$ cat config.mk
export PLATFORM = sky130hd
export DESIGN_NAME = json_string_unescape_utf8_flat
export DESIGN_NICKNAME = d
export VERILOG_FILES = /design/src/hdl/jsu_pkg.sv /design/src/hdl/jsu_if.sv /design/src/hdl/jsu_front.sv /design/src/hdl/jsu_queue.sv /design/src/hdl/jsu_back.sv /design/src/hdl/json_string_unescape_utf8.sv /design/src/flat_wrapper.sv
export SDC_FILE = /design/constraint.sdc
export NUM_CORES = 1
export LEC_CHECK = 0
export BUFFER_PORTS_ARGS = -buffer_cell sky130_fd_sc_hd__buf_2
export CORE_AREA = 3 3 106 108
export CTS_CLUSTER_SIZE = 20
export DETAILED_ROUTE_END_ITERATION = 8
export DIE_AREA = 0 0 109 111
export PLACE_DENSITY_LB_ADDON = 0.1
export REMOVE_ABC_BUFFERS = 1
export SYNTH_ARGS = -nofsm -noshare
export SYNTH_HDL_FRONTEND = slang
export SYNTH_SLANG_ARGS = --single-unit
export TNS_END_PERCENT = 20
$ cat constraint.sdc
create_clock -name clk -period 5.25 [get_ports clk]
set_input_delay 0.525 -clock clk [delete_from_list [all_inputs] [get_ports clk]]
set_output_delay 0.525 -clock clk [all_outputs]
set_load 0.005 [all_outputs]
$ cat src/hdl/jsu_pkg.sv
`timescale 1ns / 1ps
`default_nettype none

package jsu_pkg;

    localparam logic [1:0] KIND_DATA = 2'd0;
    localparam logic [1:0] KIND_DONE = 2'd1;
    localparam logic [1:0] KIND_ERR  = 2'd2;

    localparam logic [2:0] CAUSE_NONE      = 3'd0;
    localparam logic [2:0] CAUSE_CTRL_BYTE = 3'd1;
    localparam logic [2:0] CAUSE_ENDED     = 3'd2;
    localparam logic [2:0] CAUSE_BAD_ESC   = 3'd3;
    localparam logic [2:0] CAUSE_BAD_HEX   = 3'd4;
    localparam logic [2:0] CAUSE_LONE_HIGH = 3'd5;
    localparam logic [2:0] CAUSE_BAD_LOW   = 3'd6;
    localparam logic [2:0] CAUSE_LONE_LOW  = 3'd7;

    localparam int MAX_RESULTS = 4;

    // results caused by one input item, emitted in order 0..last_idx
    typedef struct packed {
        logic [MAX_RESULTS-1:0][7:0] bytes;
        logic [1:0]                  last_idx;
        logic [1:0]                  kind;
        logic [2:0]                  cause;
    } jsu_group_t;

endpackage

`default_nettype wire

$ cat src/hdl/jsu_if.sv
`timescale 1ns / 1ps
`default_nettype none

interface jsu_in_if;
    logic       valid;
    logic       ready;
    logic [7:0] in_byte;
    logic       start_of_string;
    logic       end_of_input;

    modport source (output valid, output in_byte, output start_of_string,
                    output end_of_input, input ready);
    modport sink (input valid, input in_byte, input start_of_string,
                  input end_of_input, output ready);
endinterface

interface jsu_out_if;
    logic       valid;
    logic       ready;
    logic [7:0] out_byte;
    logic [1:0] result_kind;
    logic [2:0] error_cause;
    logic       last_of_run;

    modport source (output valid, output out_byte, output result_kind,
                    output error_cause, output last_of_run, input ready);
    modport sink (input valid, input out_byte, input result_kind,
                  input error_cause, input last_of_run, output ready);
endinterface

`default_nettype wire

$ cat src/hdl/jsu_front.sv
`timescale 1ns / 1ps
`default_nettype none

module jsu_front
    import jsu_pkg::*;
(
    input  wire logic   clk,
    input  wire logic   rst_n,
    jsu_in_if.sink      item,
    input  wire logic   queue_full,
    output logic        push,
    output jsu_group_t  push_group
);

    typedef enum logic [6:0] {
        MODE_IDLE = 7'b0000001,
        MODE_BODY = 7'b0000010,
        MODE_ESC  = 7'b0000100,
        MODE_HEX1 = 7'b0001000,
        MODE_BSL  = 7'b0010000,
        MODE_U    = 7'b0100000,
        MODE_HEX2 = 7'b1000000
    } mode_t;

    mode_t       mode_reg, mode_next;
    logic [1:0]  cnt_reg, cnt_next;
    logic [11:0] acc_reg, acc_next;
    logic [9:0]  high_reg, high_next;

    logic        accept;
    logic [7:0]  b;
    logic [4:0]  digit;
    logic [8:0]  esc;
    logic [15:0] unit;
    logic [20:0] pair_cp;

    // 0..15 for a hex digit, bit 4 set otherwise
    function automatic logic [4:0] hex_val(input logic [7:0] c);
        logic [4:0] v;
        if (c >= 8'h30 && c <= 8'h39)
            v = {1'b0, c[3:0]};
        else if ((c >= 8'h61 && c <= 8'h66) || (c >= 8'h41 && c <= 8'h46))
            v = {1'b0, c[3:0] + 4'd9};
        else
            v = 5'h10;
        return v;
    endfunction

    // bit 8 set for a byte that is no single-character escape (u included)
    function automatic logic [8:0] esc_val(input logic [7:0] c);
        logic [8:0] v;
        unique case (c)
            8'h22:   v = 9'h022;
            8'h5C:   v = 9'h05C;
            8'h2F:   v = 9'h02F;
            8'h62:   v = 9'h008;
            8'h66:   v = 9'h00C;
            8'h6E:   v = 9'h00A;
            8'h72:   v = 9'h00D;
            8'h74:   v = 9'h009;
            default: v = 9'h100;
        endcase
        return v;
    endfunction

    function automatic jsu_group_t utf8(input logic [20:0] cp);
        jsu_group_t g;
        g = '0;
        g.kind  = KIND_DATA;
        g.cause = CAUSE_NONE;
        if (cp[20:7] == '0)
        begin
            g.bytes[0] = {1'b0, cp[6:0]};
            g.last_idx = 2'd0;
        end
        else if (cp[20:11] == '0)
        begin
            g.bytes[0] = {3'b110, cp[10:6]};
            g.bytes[1] = {2'b10, cp[5:0]};
            g.last_idx = 2'd1;
        end
        else if (cp[20:16] == '0)
        begin
            g.bytes[0] = {4'b1110, cp[15:12]};
            g.bytes[1] = {2'b10, cp[11:6]};
            g.bytes[2] = {2'b10, cp[5:0]};
            g.last_idx = 2'd2;
        end
        else
        begin
            g.bytes[0] = {5'b11110, cp[20:18]};
            g.bytes[1] = {2'b10, cp[17:12]};
            g.bytes[2] = {2'b10, cp[11:6]};
            g.bytes[3] = {2'b10, cp[5:0]};
            g.last_idx = 2'd3;
        end
        return g;
    endfunction

    function automatic jsu_group_t single(input logic [7:0] v, input logic [1:0] k,
                                          input logic [2:0] c);
        jsu_group_t g;
        g = '0;
        g.bytes[0] = v;
        g.kind     = k;
        g.cause    = c;
        g.last_idx = 2'd0;
        return g;
    endfunction

    assign item.ready = !queue_full;
    assign accept     = item.valid && !queue_full;
    assign b          = item.in_byte;
    assign digit      = hex_val(b);
    assign esc        = esc_val(b);
    assign unit       = {acc_reg, digit[3:0]};
    assign pair_cp    = 21'h010000 + {1'b0, high_reg, unit[9:0]};

    always_comb
    begin
        mode_next  = mode_reg;
        cnt_next   = cnt_reg;
        acc_next   = acc_reg;
        high_next  = high_reg;
        push       = 1'b0;
        push_group = single(8'h00, KIND_DATA, CAUSE_NONE);
        if (accept)
        begin
            if (item.end_of_input)
            begin
                if (mode_reg != MODE_IDLE)
                begin
                    mode_next  = MODE_IDLE;
                    cnt_next   = '0;
                    acc_next   = '0;
                    push       = 1'b1;
                    push_group = single(8'h00, KIND_ERR, CAUSE_ENDED);
                end
            end
            else if (item.start_of_string)
            begin
                mode_next = MODE_BODY;
                cnt_next  = '0;
                acc_next  = '0;
            end
            else
            begin
                unique case (mode_reg)
                    MODE_BODY:
                    begin
                        push = 1'b1;
                        if (b == 8'h22)
                        begin
                            mode_next  = MODE_IDLE;
                            push_group = single(8'h00, KIND_DONE, CAUSE_NONE);
                        end
                        else if (b == 8'h5C)
                        begin
                            mode_next = MODE_ESC;
                            push      = 1'b0;
                        end
                        else if (b < 8'h20)
                        begin
                            mode_next  = MODE_IDLE;
                            cnt_next   = '0;
                            acc_next   = '0;
                            push_group = single(8'h00, KIND_ERR, CAUSE_CTRL_BYTE);
                        end
                        else
                            push_group = single(b, KIND_DATA, CAUSE_NONE);
                    end
                    MODE_ESC:
                    begin
                        if (b == 8'h75)
                        begin
                            mode_next = MODE_HEX1;
                            cnt_next  = '0;
                            acc_next  = '0;
                        end
                        else if (esc[8])
                        begin
                            mode_next  = MODE_IDLE;
                            cnt_next   = '0;
                            acc_next   = '0;
                            push       = 1'b1;
                            push_group = single(8'h00, KIND_ERR, CAUSE_BAD_ESC);
                        end
                        else
                        begin
                            mode_next  = MODE_BODY;
                            push       = 1'b1;
                            push_group = single(esc[7:0], KIND_DATA, CAUSE_NONE);
                        end
                    end
                    MODE_HEX1, MODE_HEX2:
                    begin
                        if (digit[4])
                        begin
                            mode_next  = MODE_IDLE;
                            cnt_next   = '0;
                            acc_next   = '0;
                            push       = 1'b1;
                            push_group = single(8'h00, KIND_ERR, CAUSE_BAD_HEX);
                        end
                        else if (cnt_reg != 2'd3)
                        begin
                            acc_next = {acc_reg[7:0], digit[3:0]};
                            cnt_next = cnt_reg + 2'd1;
                        end
                        else
                        begin
                            acc_next = '0;
                            cnt_next = '0;
                            if (mode_reg == MODE_HEX1)
                            begin
                                if (unit[15:10] == 6'b110110)
                                begin
                                    high_next = unit[9:0];
                                    mode_next = MODE_BSL;
                                end
                                else if (unit[15:10] == 6'b110111)
                                begin
                                    mode_next  = MODE_IDLE;
                                    push       = 1'b1;
                                    push_group = single(8'h00, KIND_ERR, CAUSE_LONE_LOW);
                                end
                                else
                                begin
                                    mode_next  = MODE_BODY;
                                    push       = 1'b1;
                                    push_group = utf8({5'd0, unit});
                                end
                            end
                            else if (unit[15:10] != 6'b110111)
                            begin
                                mode_next  = MODE_IDLE;
                                push       = 1'b1;
                                push_group = single(8'h00, KIND_ERR, CAUSE_BAD_LOW);
                            end
                            else
                            begin
                                mode_next  = MODE_BODY;
                                push       = 1'b1;
                                push_group = utf8(pair_cp);
                            end
                        end
                    end
                    MODE_BSL, MODE_U:
                    begin
                        if ((mode_reg == MODE_BSL && b != 8'h5C) ||
                            (mode_reg == MODE_U && b != 8'h75))
                        begin
                            mode_next  = MODE_IDLE;
                            cnt_next   = '0;
                            acc_next   = '0;
                            push       = 1'b1;
                            push_group = single(8'h00, KIND_ERR, CAUSE_LONE_HIGH);
                        end
                        else if (mode_reg == MODE_BSL)
                            mode_next = MODE_U;
                        else
                        begin
                            mode_next = MODE_HEX2;
                            cnt_next  = '0;
                            acc_next  = '0;
                        end
                    end
                    default:
                    begin
                        mode_next = MODE_IDLE;
                    end
                endcase
            end
        end
    end

    always_ff @(posedge clk or negedge rst_n)
    begin
        if (!rst_n)
        begin
            mode_reg <= MODE_IDLE;
            cnt_reg  <= '0;
            acc_reg  <= '0;
            high_reg <= '0;
        end
        else
        begin
            mode_reg <= mode_next;
            cnt_reg  <= cnt_next;
            acc_reg  <= acc_next;
            high_reg <= high_next;
        end
    end

endmodule

`default_nettype wire

$ cat src/hdl/jsu_queue.sv
`timescale 1ns / 1ps
`default_nettype none

module jsu_queue
    import jsu_pkg::*;
#(
    parameter int DEPTH = 2
)
(
    input  wire logic        clk,
    input  wire logic        rst_n,
    input  wire logic        push,
    input  wire jsu_group_t  push_group,
    input  wire logic        pop,
    output logic             full,
    output logic             empty,
    output jsu_group_t       head
);

    localparam int PTR_W = $clog2(DEPTH);
    localparam int CNT_W = $clog2(DEPTH + 1);

    jsu_group_t         entries [DEPTH];
    logic [PTR_W-1:0]   wr_reg, wr_next;
    logic [PTR_W-1:0]   rd_reg, rd_next;
    logic [CNT_W-1:0]   cnt_reg, cnt_next;
    logic               do_push, do_pop;

    assign full    = (cnt_reg == CNT_W'(DEPTH));
    assign empty   = (cnt_reg == '0);
    assign head    = entries[rd_reg];
    assign do_push = push && !full;
    assign do_pop  = pop && !empty;

    always_comb
    begin
        wr_next  = wr_reg;
        rd_next  = rd_reg;
        cnt_next = cnt_reg;
        if (do_push)
            wr_next = (wr_reg == PTR_W'(DEPTH - 1)) ? '0 : wr_reg + 1'b1;
        if (do_pop)
            rd_next = (rd_reg == PTR_W'(DEPTH - 1)) ? '0 : rd_reg + 1'b1;
        if (do_push && !do_pop)
            cnt_next = cnt_reg + 1'b1;
        else if (do_pop && !do_push)
            cnt_next = cnt_reg - 1'b1;
    end

    always_ff @(posedge clk)
    begin
        if (do_push)
            entries[wr_reg] <= push_group;
    end

    always_ff @(posedge clk or negedge rst_n)
    begin
        if (!rst_n)
        begin
            wr_reg  <= '0;
            rd_reg  <= '0;
            cnt_reg <= '0;
        end
        else
        begin
            wr_reg  <= wr_next;
            rd_reg  <= rd_next;
            cnt_reg <= cnt_next;
        end
    end

endmodule

`default_nettype wire

$ cat src/hdl/jsu_back.sv
`timescale 1ns / 1ps
`default_nettype none

module jsu_back
    import jsu_pkg::*;
(
    input  wire logic        clk,
    input  wire logic        rst_n,
    input  wire logic        empty,
    input  wire jsu_group_t  head,
    output logic             pop,
    jsu_out_if.source        result
);

    logic [1:0] idx_reg, idx_next;
    logic       is_last;
    logic       xfer;

    assign is_last = (idx_reg == head.last_idx);
    assign xfer    = result.valid && result.ready;
    assign pop     = xfer && is_last;

    assign result.valid       = !empty;
    assign result.out_byte    = head.bytes[idx_reg];
    assign result.result_kind = head.kind;
    assign result.error_cause = head.cause;
    assign result.last_of_run = is_last;

    always_comb
    begin
        idx_next = idx_reg;
        if (xfer)
            idx_next = is_last ? 2'd0 : idx_reg + 2'd1;
    end

    always_ff @(posedge clk or negedge rst_n)
    begin
        if (!rst_n)
            idx_reg <= '0;
        else
            idx_reg <= idx_next;
    end

endmodule

`default_nettype wire

$ cat src/hdl/json_string_unescape_utf8.sv
// an item's results are registered in the group queue and offered from its head
// throughput: one input item per cycle while the queue is not full; one result per
//   cycle on the output while ready is high, so a group of n bytes takes n transfers
// a group queue of QUEUE_DEPTH entries lets input and output stall apart
// reset (rst_n, async, active low) empties the queue and idles the decoder
`timescale 1ns / 1ps
`default_nettype none

module json_string_unescape_utf8
    import jsu_pkg::*;
#(
    parameter int QUEUE_DEPTH = 2
)
(
    input  wire logic   clk,
    input  wire logic   rst_n,
    jsu_in_if.sink      item,
    jsu_out_if.source   result
);

    logic       push;
    jsu_group_t push_group;
    logic       full;
    logic       empty;
    logic       pop;
    jsu_group_t head;

    jsu_front u_front (
        .clk        (clk),
        .rst_n      (rst_n),
        .item       (item),
        .queue_full (full),
        .push       (push),
        .push_group (push_group)
    );

    jsu_queue #(
        .DEPTH (QUEUE_DEPTH)
    ) u_queue (
        .clk        (clk),
        .rst_n      (rst_n),
        .push       (push),
        .push_group (push_group),
        .pop        (pop),
        .full       (full),
        .empty      (empty),
        .head       (head)
    );

    jsu_back u_back (
        .clk    (clk),
        .rst_n  (rst_n),
        .empty  (empty),
        .head   (head),
        .pop    (pop),
        .result (result)
    );

endmodule

`default_nettype wire

$ cat src/flat_wrapper.sv
// flat-port wrapper written by rule: the top's interface ports become plain ports
module json_string_unescape_utf8_flat import jsu_pkg::*;
#(
    parameter int QUEUE_DEPTH = 2
)
  (clk, rst_n, item_valid, item_in_byte, item_start_of_string, item_end_of_input, item_ready, result_valid, result_out_byte, result_result_kind, result_error_cause, result_last_of_run, result_ready);
  jsu_in_if item_i ();
  jsu_out_if result_i ();
  input  wire logic clk;
  input  wire logic rst_n;
  input wire logic [$bits(item_i.valid)-1:0] item_valid;
  input wire logic [$bits(item_i.in_byte)-1:0] item_in_byte;
  input wire logic [$bits(item_i.start_of_string)-1:0] item_start_of_string;
  input wire logic [$bits(item_i.end_of_input)-1:0] item_end_of_input;
  output wire logic [$bits(item_i.ready)-1:0] item_ready;
  output wire logic [$bits(result_i.valid)-1:0] result_valid;
  output wire logic [$bits(result_i.out_byte)-1:0] result_out_byte;
  output wire logic [$bits(result_i.result_kind)-1:0] result_result_kind;
  output wire logic [$bits(result_i.error_cause)-1:0] result_error_cause;
  output wire logic [$bits(result_i.last_of_run)-1:0] result_last_of_run;
  input wire logic [$bits(result_i.ready)-1:0] result_ready;
  assign item_i.valid = item_valid;
  assign item_i.in_byte = item_in_byte;
  assign item_i.start_of_string = item_start_of_string;
  assign item_i.end_of_input = item_end_of_input;
  assign item_ready = item_i.ready;
  assign result_valid = result_i.valid;
  assign result_out_byte = result_i.out_byte;
  assign result_result_kind = result_i.result_kind;
  assign result_error_cause = result_i.error_cause;
  assign result_last_of_run = result_i.last_of_run;
  assign result_i.ready = result_ready;
  json_string_unescape_utf8 #(.QUEUE_DEPTH(QUEUE_DEPTH)) u_core (.clk(clk), .rst_n(rst_n), .item(item_i), .result(result_i));
endmodule
==> flow_summary.yaml <==
outcome:
  outcome: "completed"
worst_setup_path:
  worst-r2r-setup-slack_ns: 1.79
  startpoint_type: "flip-flop"
  worstPathMaxFanout: 35
  critPathSlowestCell: "nor2_1"
  worst_path_largest_cell_delay_ns: 0.59
  worst-endpoint-required_ns: 5.27
  end_kind: "flip-flop"
  crit_type: "flip-flop to flip-flop"
  worstPathArrival_ns: 3.48
  reg2reg_depth: 8
  cp_top_family: "simple AND/OR/NAND/NOR gates"
  reg2reg_from: "u_core.u_front.mode_reg[1]$_DFFE_PN0P_"
  reg2reg_to: "u_core.u_queue.entries[1][24]$_DFFE_PP_"
  critPathMostFrequentCell: "nor4_1"
  path_buf_inv: 1
  worstPathCellList: "nor4_1, nand3_1, nor2_1, nor4_1, o21ai_0, or3b_2, nor2_2, buf_4"
drt:
  ant_nets: 0
  wl_per_cell_um: 21.15
  firstDrtPassIters: 6
  vias: 4712
  post-route-drc-count: 0
  viasPerCell: 6.517
  drt-total-wl_um: 15290
  drt_iter0_markers: 627
sta:
  setup_viol: 0
  fin_crit_ns: 3.462
  max_slew_margin: 0.4142
  finalClockSkew_ns: 0.01794
  hold_ws_ns: 0.2392
  hold_viol: 0
  rsz0062_at_grt: "false"
  fmax_ghz: 0.2888
  worst_pin_slew_ns: 0.8707
  setup_ws_ns: 1.788
  slew_violations: 0
  finalSetupTns_ns: 0
  finalCritPeriodShare: 0.6595
cts:
  cts.sinks: 107
  clock_latency_ns: 0.38
  cts_buffers: 9
  cts_root_buffer: "clkbuf_8"
  path_clk_slew_ns: 0.11
  cts_setup_buffers: 0
  htreeDepth: 3
  cts_hold_buf: 0
  cts_resized: 0
  cts_tree: "built"
  clock_path_buffers: 2
placed_design:
  portBuffers: 29
  place_ws_ns: 1.519
  finalWeightedCongestion: 0.9757
  dpl.hpwl_um: 11140
pwr:
  power_frac_seq: 0.495
  p_sw_uw: 653.7
  swShare: 0.3093
  p_clk_frac: 0.220
  peakVddDrop_uv: 334.5
  p_comb_frac: 0.285
  power_uw: 2113
  p_int_uw: 1460
  p_per_area_mw_per_mm2: 323.5
  p_leak_uw: 0.002363
yosys:
  netlist_instances: 569
  synth.cell_area_mm2: 0.006150
  synth.avg_cell_area_um2: 10.81
  synth-async-reset-ratio: 0.3458
  synth_edf_count: 70
  ys_warn_count: 0
  synth_cell_types: 77
  synth-main-ff-cell: "edfxtp_1"
  ys_seq_area_frac: 0.4926
  synth-seq-cells: 107
global_routing:
  grt_pass1_vias: 4475
  grt_max_degree: 38
  overflow: 0
  antenna_found_initial: 0
  grt_util_all_layers: 0.2622
  grt_pass1_wl_um: 24410
final_layout:
  drive_gt1_frac: 0.1908
  fillCellCount: 844
  fin_nets: 604
  final_util: 0.6329
  regArea_mm2: 0.003029
  largest_register_ffs: 70
  antenna_cells: 0
  area_growth_pct: 6.246
  multi_input_area_mm2: 0.002945
die:
  core_mm2: 0.01032
  die_w_um: 109
  pin_count: 30
  rows: 37
  die_h_um: 111
  die_area_mm2: 0.01210
  start_util: 0.5957
hold_path:
  hp-class: "input port to asynchronous set/reset pin"
job:
  max-cap-violations: 0
power by group through the flow:
stage               Clock [uW]  Combinational (uW)  Sequential [uW]
finish                     466                 602             1050
global route               517                 663             1060
CTS                        476                 608             1050
detailed placement           0                 606             1070
global placement             0                 598             1060
floorplan                    0                 392             1070
how the worst max path moves through the flow:
stage                                           start  depth (start not counted)  slack [ns]                                 endpoint
2_1_floorplan                         item_in_byte[0]                          9        1.12   u_core.u_queue.entries[0][0]$_DFFE_PP_
3_3_place_gp                          item_in_byte[0]                         11        1.66  u_core.u_queue.entries[0][18]$_DFFE_PP_
3_5_place_dp                          item_in_byte[0]                         11        1.52  u_core.u_queue.entries[1][18]$_DFFE_PP_
4_1_cts        u_core.u_front.mode_reg[1]$_DFFE_PN0P_                          8        1.83  u_core.u_queue.entries[1][20]$_DFFE_PP_
5_1_grt                               item_in_byte[0]                         11        1.53  u_core.u_queue.entries[0][36]$_DFFE_PP_
6_report       u_core.u_front.mode_reg[1]$_DFFE_PN0P_                          8        1.79  u_core.u_queue.entries[1][24]$_DFFE_PP_
cells by family (layout without fill, tap and decap cells):
logic type	after synthesis	after routing	synth area share
flops	107	107	0.4926
xor+xnor	11	11	0.01567
buf+inv	42	60	0.02930
simple gates	220	220	0.1913
mux	51	51	0.1184
fa+ha+maj	8	8	0.01628
compound gates	130	130	0.1365
area by class of cell:
class / count / share of cell area
multi-input cells: 420 / 0.4508
clock buffers: 10 / 0.01953
well taps: 136 / 0.02604
inverters: 12 / 0.006894
repair buffers: 32 / 0.02566
clock inverters: 6 / 0.007468
flip-flops and latches: 107 / 0.4636
metrics by stage:
step	instance area (um^2)	cells
3_3_place_gp	6357	707
6_report	6534	723
5_1_grt	6534	723
4_1_cts	6534	723
2_1_floorplan	6015	539
3_5_place_dp	6357	707
synth_stat cells, types with 4 or more instances:
cell,instances,share of area
o22ai_1,6,0.0061
nand2b_1,6,0.0061
a31oi_1,7,0.0071
buf_2,5,0.0041
or3_1,4,0.0041
xor2_1,5,0.0071
a22oi_1,12,0.015
dfrtp_1,36,0.15
mux2i_1,9,0.015
nand2_1,43,0.026
ha_1,8,0.016
xnor2_1,6,0.0085
nand3_1,15,0.012
edfxtp_1,70,0.34
or2_2,8,0.0081
and2_1,5,0.0051
mux2_2,26,0.048
inv_1,11,0.0067
nor4_1,8,0.0081
nor2_1,70,0.043
clkbuf_1,19,0.012
nand4_1,4,0.0041
mux4_2,14,0.051
nor3b_1,4,0.0049
o41ai_1,6,0.0085
a21oi_1,36,0.029
o21ai_0,29,0.024
nor2b_1,5,0.0051
nor3_1,15,0.012
o31ai_1,5,0.0061
worst register-to-register path, stage by stage, from the launching register on:
cell and delay, ns:
dfrtp_1 0.46, nor4_1 0.58, nand3_1 0.19, nor2_1 0.59, nor4_1 0.12, o21ai_0 0.11
or3b_2 0.53, nor2_2 0.11, buf_4 0.41
per-layer routing:
metal | up-vias | routed length [um] | GRT usage
met1 | 2263 | 6525 | 0.3766
met5 | - | 0 | 0
met2 | 222 | 7238 | 0.3968
li1 | 2193 | - | -
met4 | 0 | 395 | 0.08333
met3 | 34 | 1134 | 0.05708
cell usage in the layout, fill, tap and decap left out, drive strengths merged, types with 8 or more instances in the layout:
cell type	count
clkbuf	10
ha	8
nor3	17
a22oi	12
a21oi	36
buf	32
nor4	8
nand2	44
inv	15
dfrtp	36
or2	8
mux2	28
edfxtp	70
o21ai	29
nand3	15
mux2i	9
nor2	70
mux4	14
(Power assumes the default switching activity.)
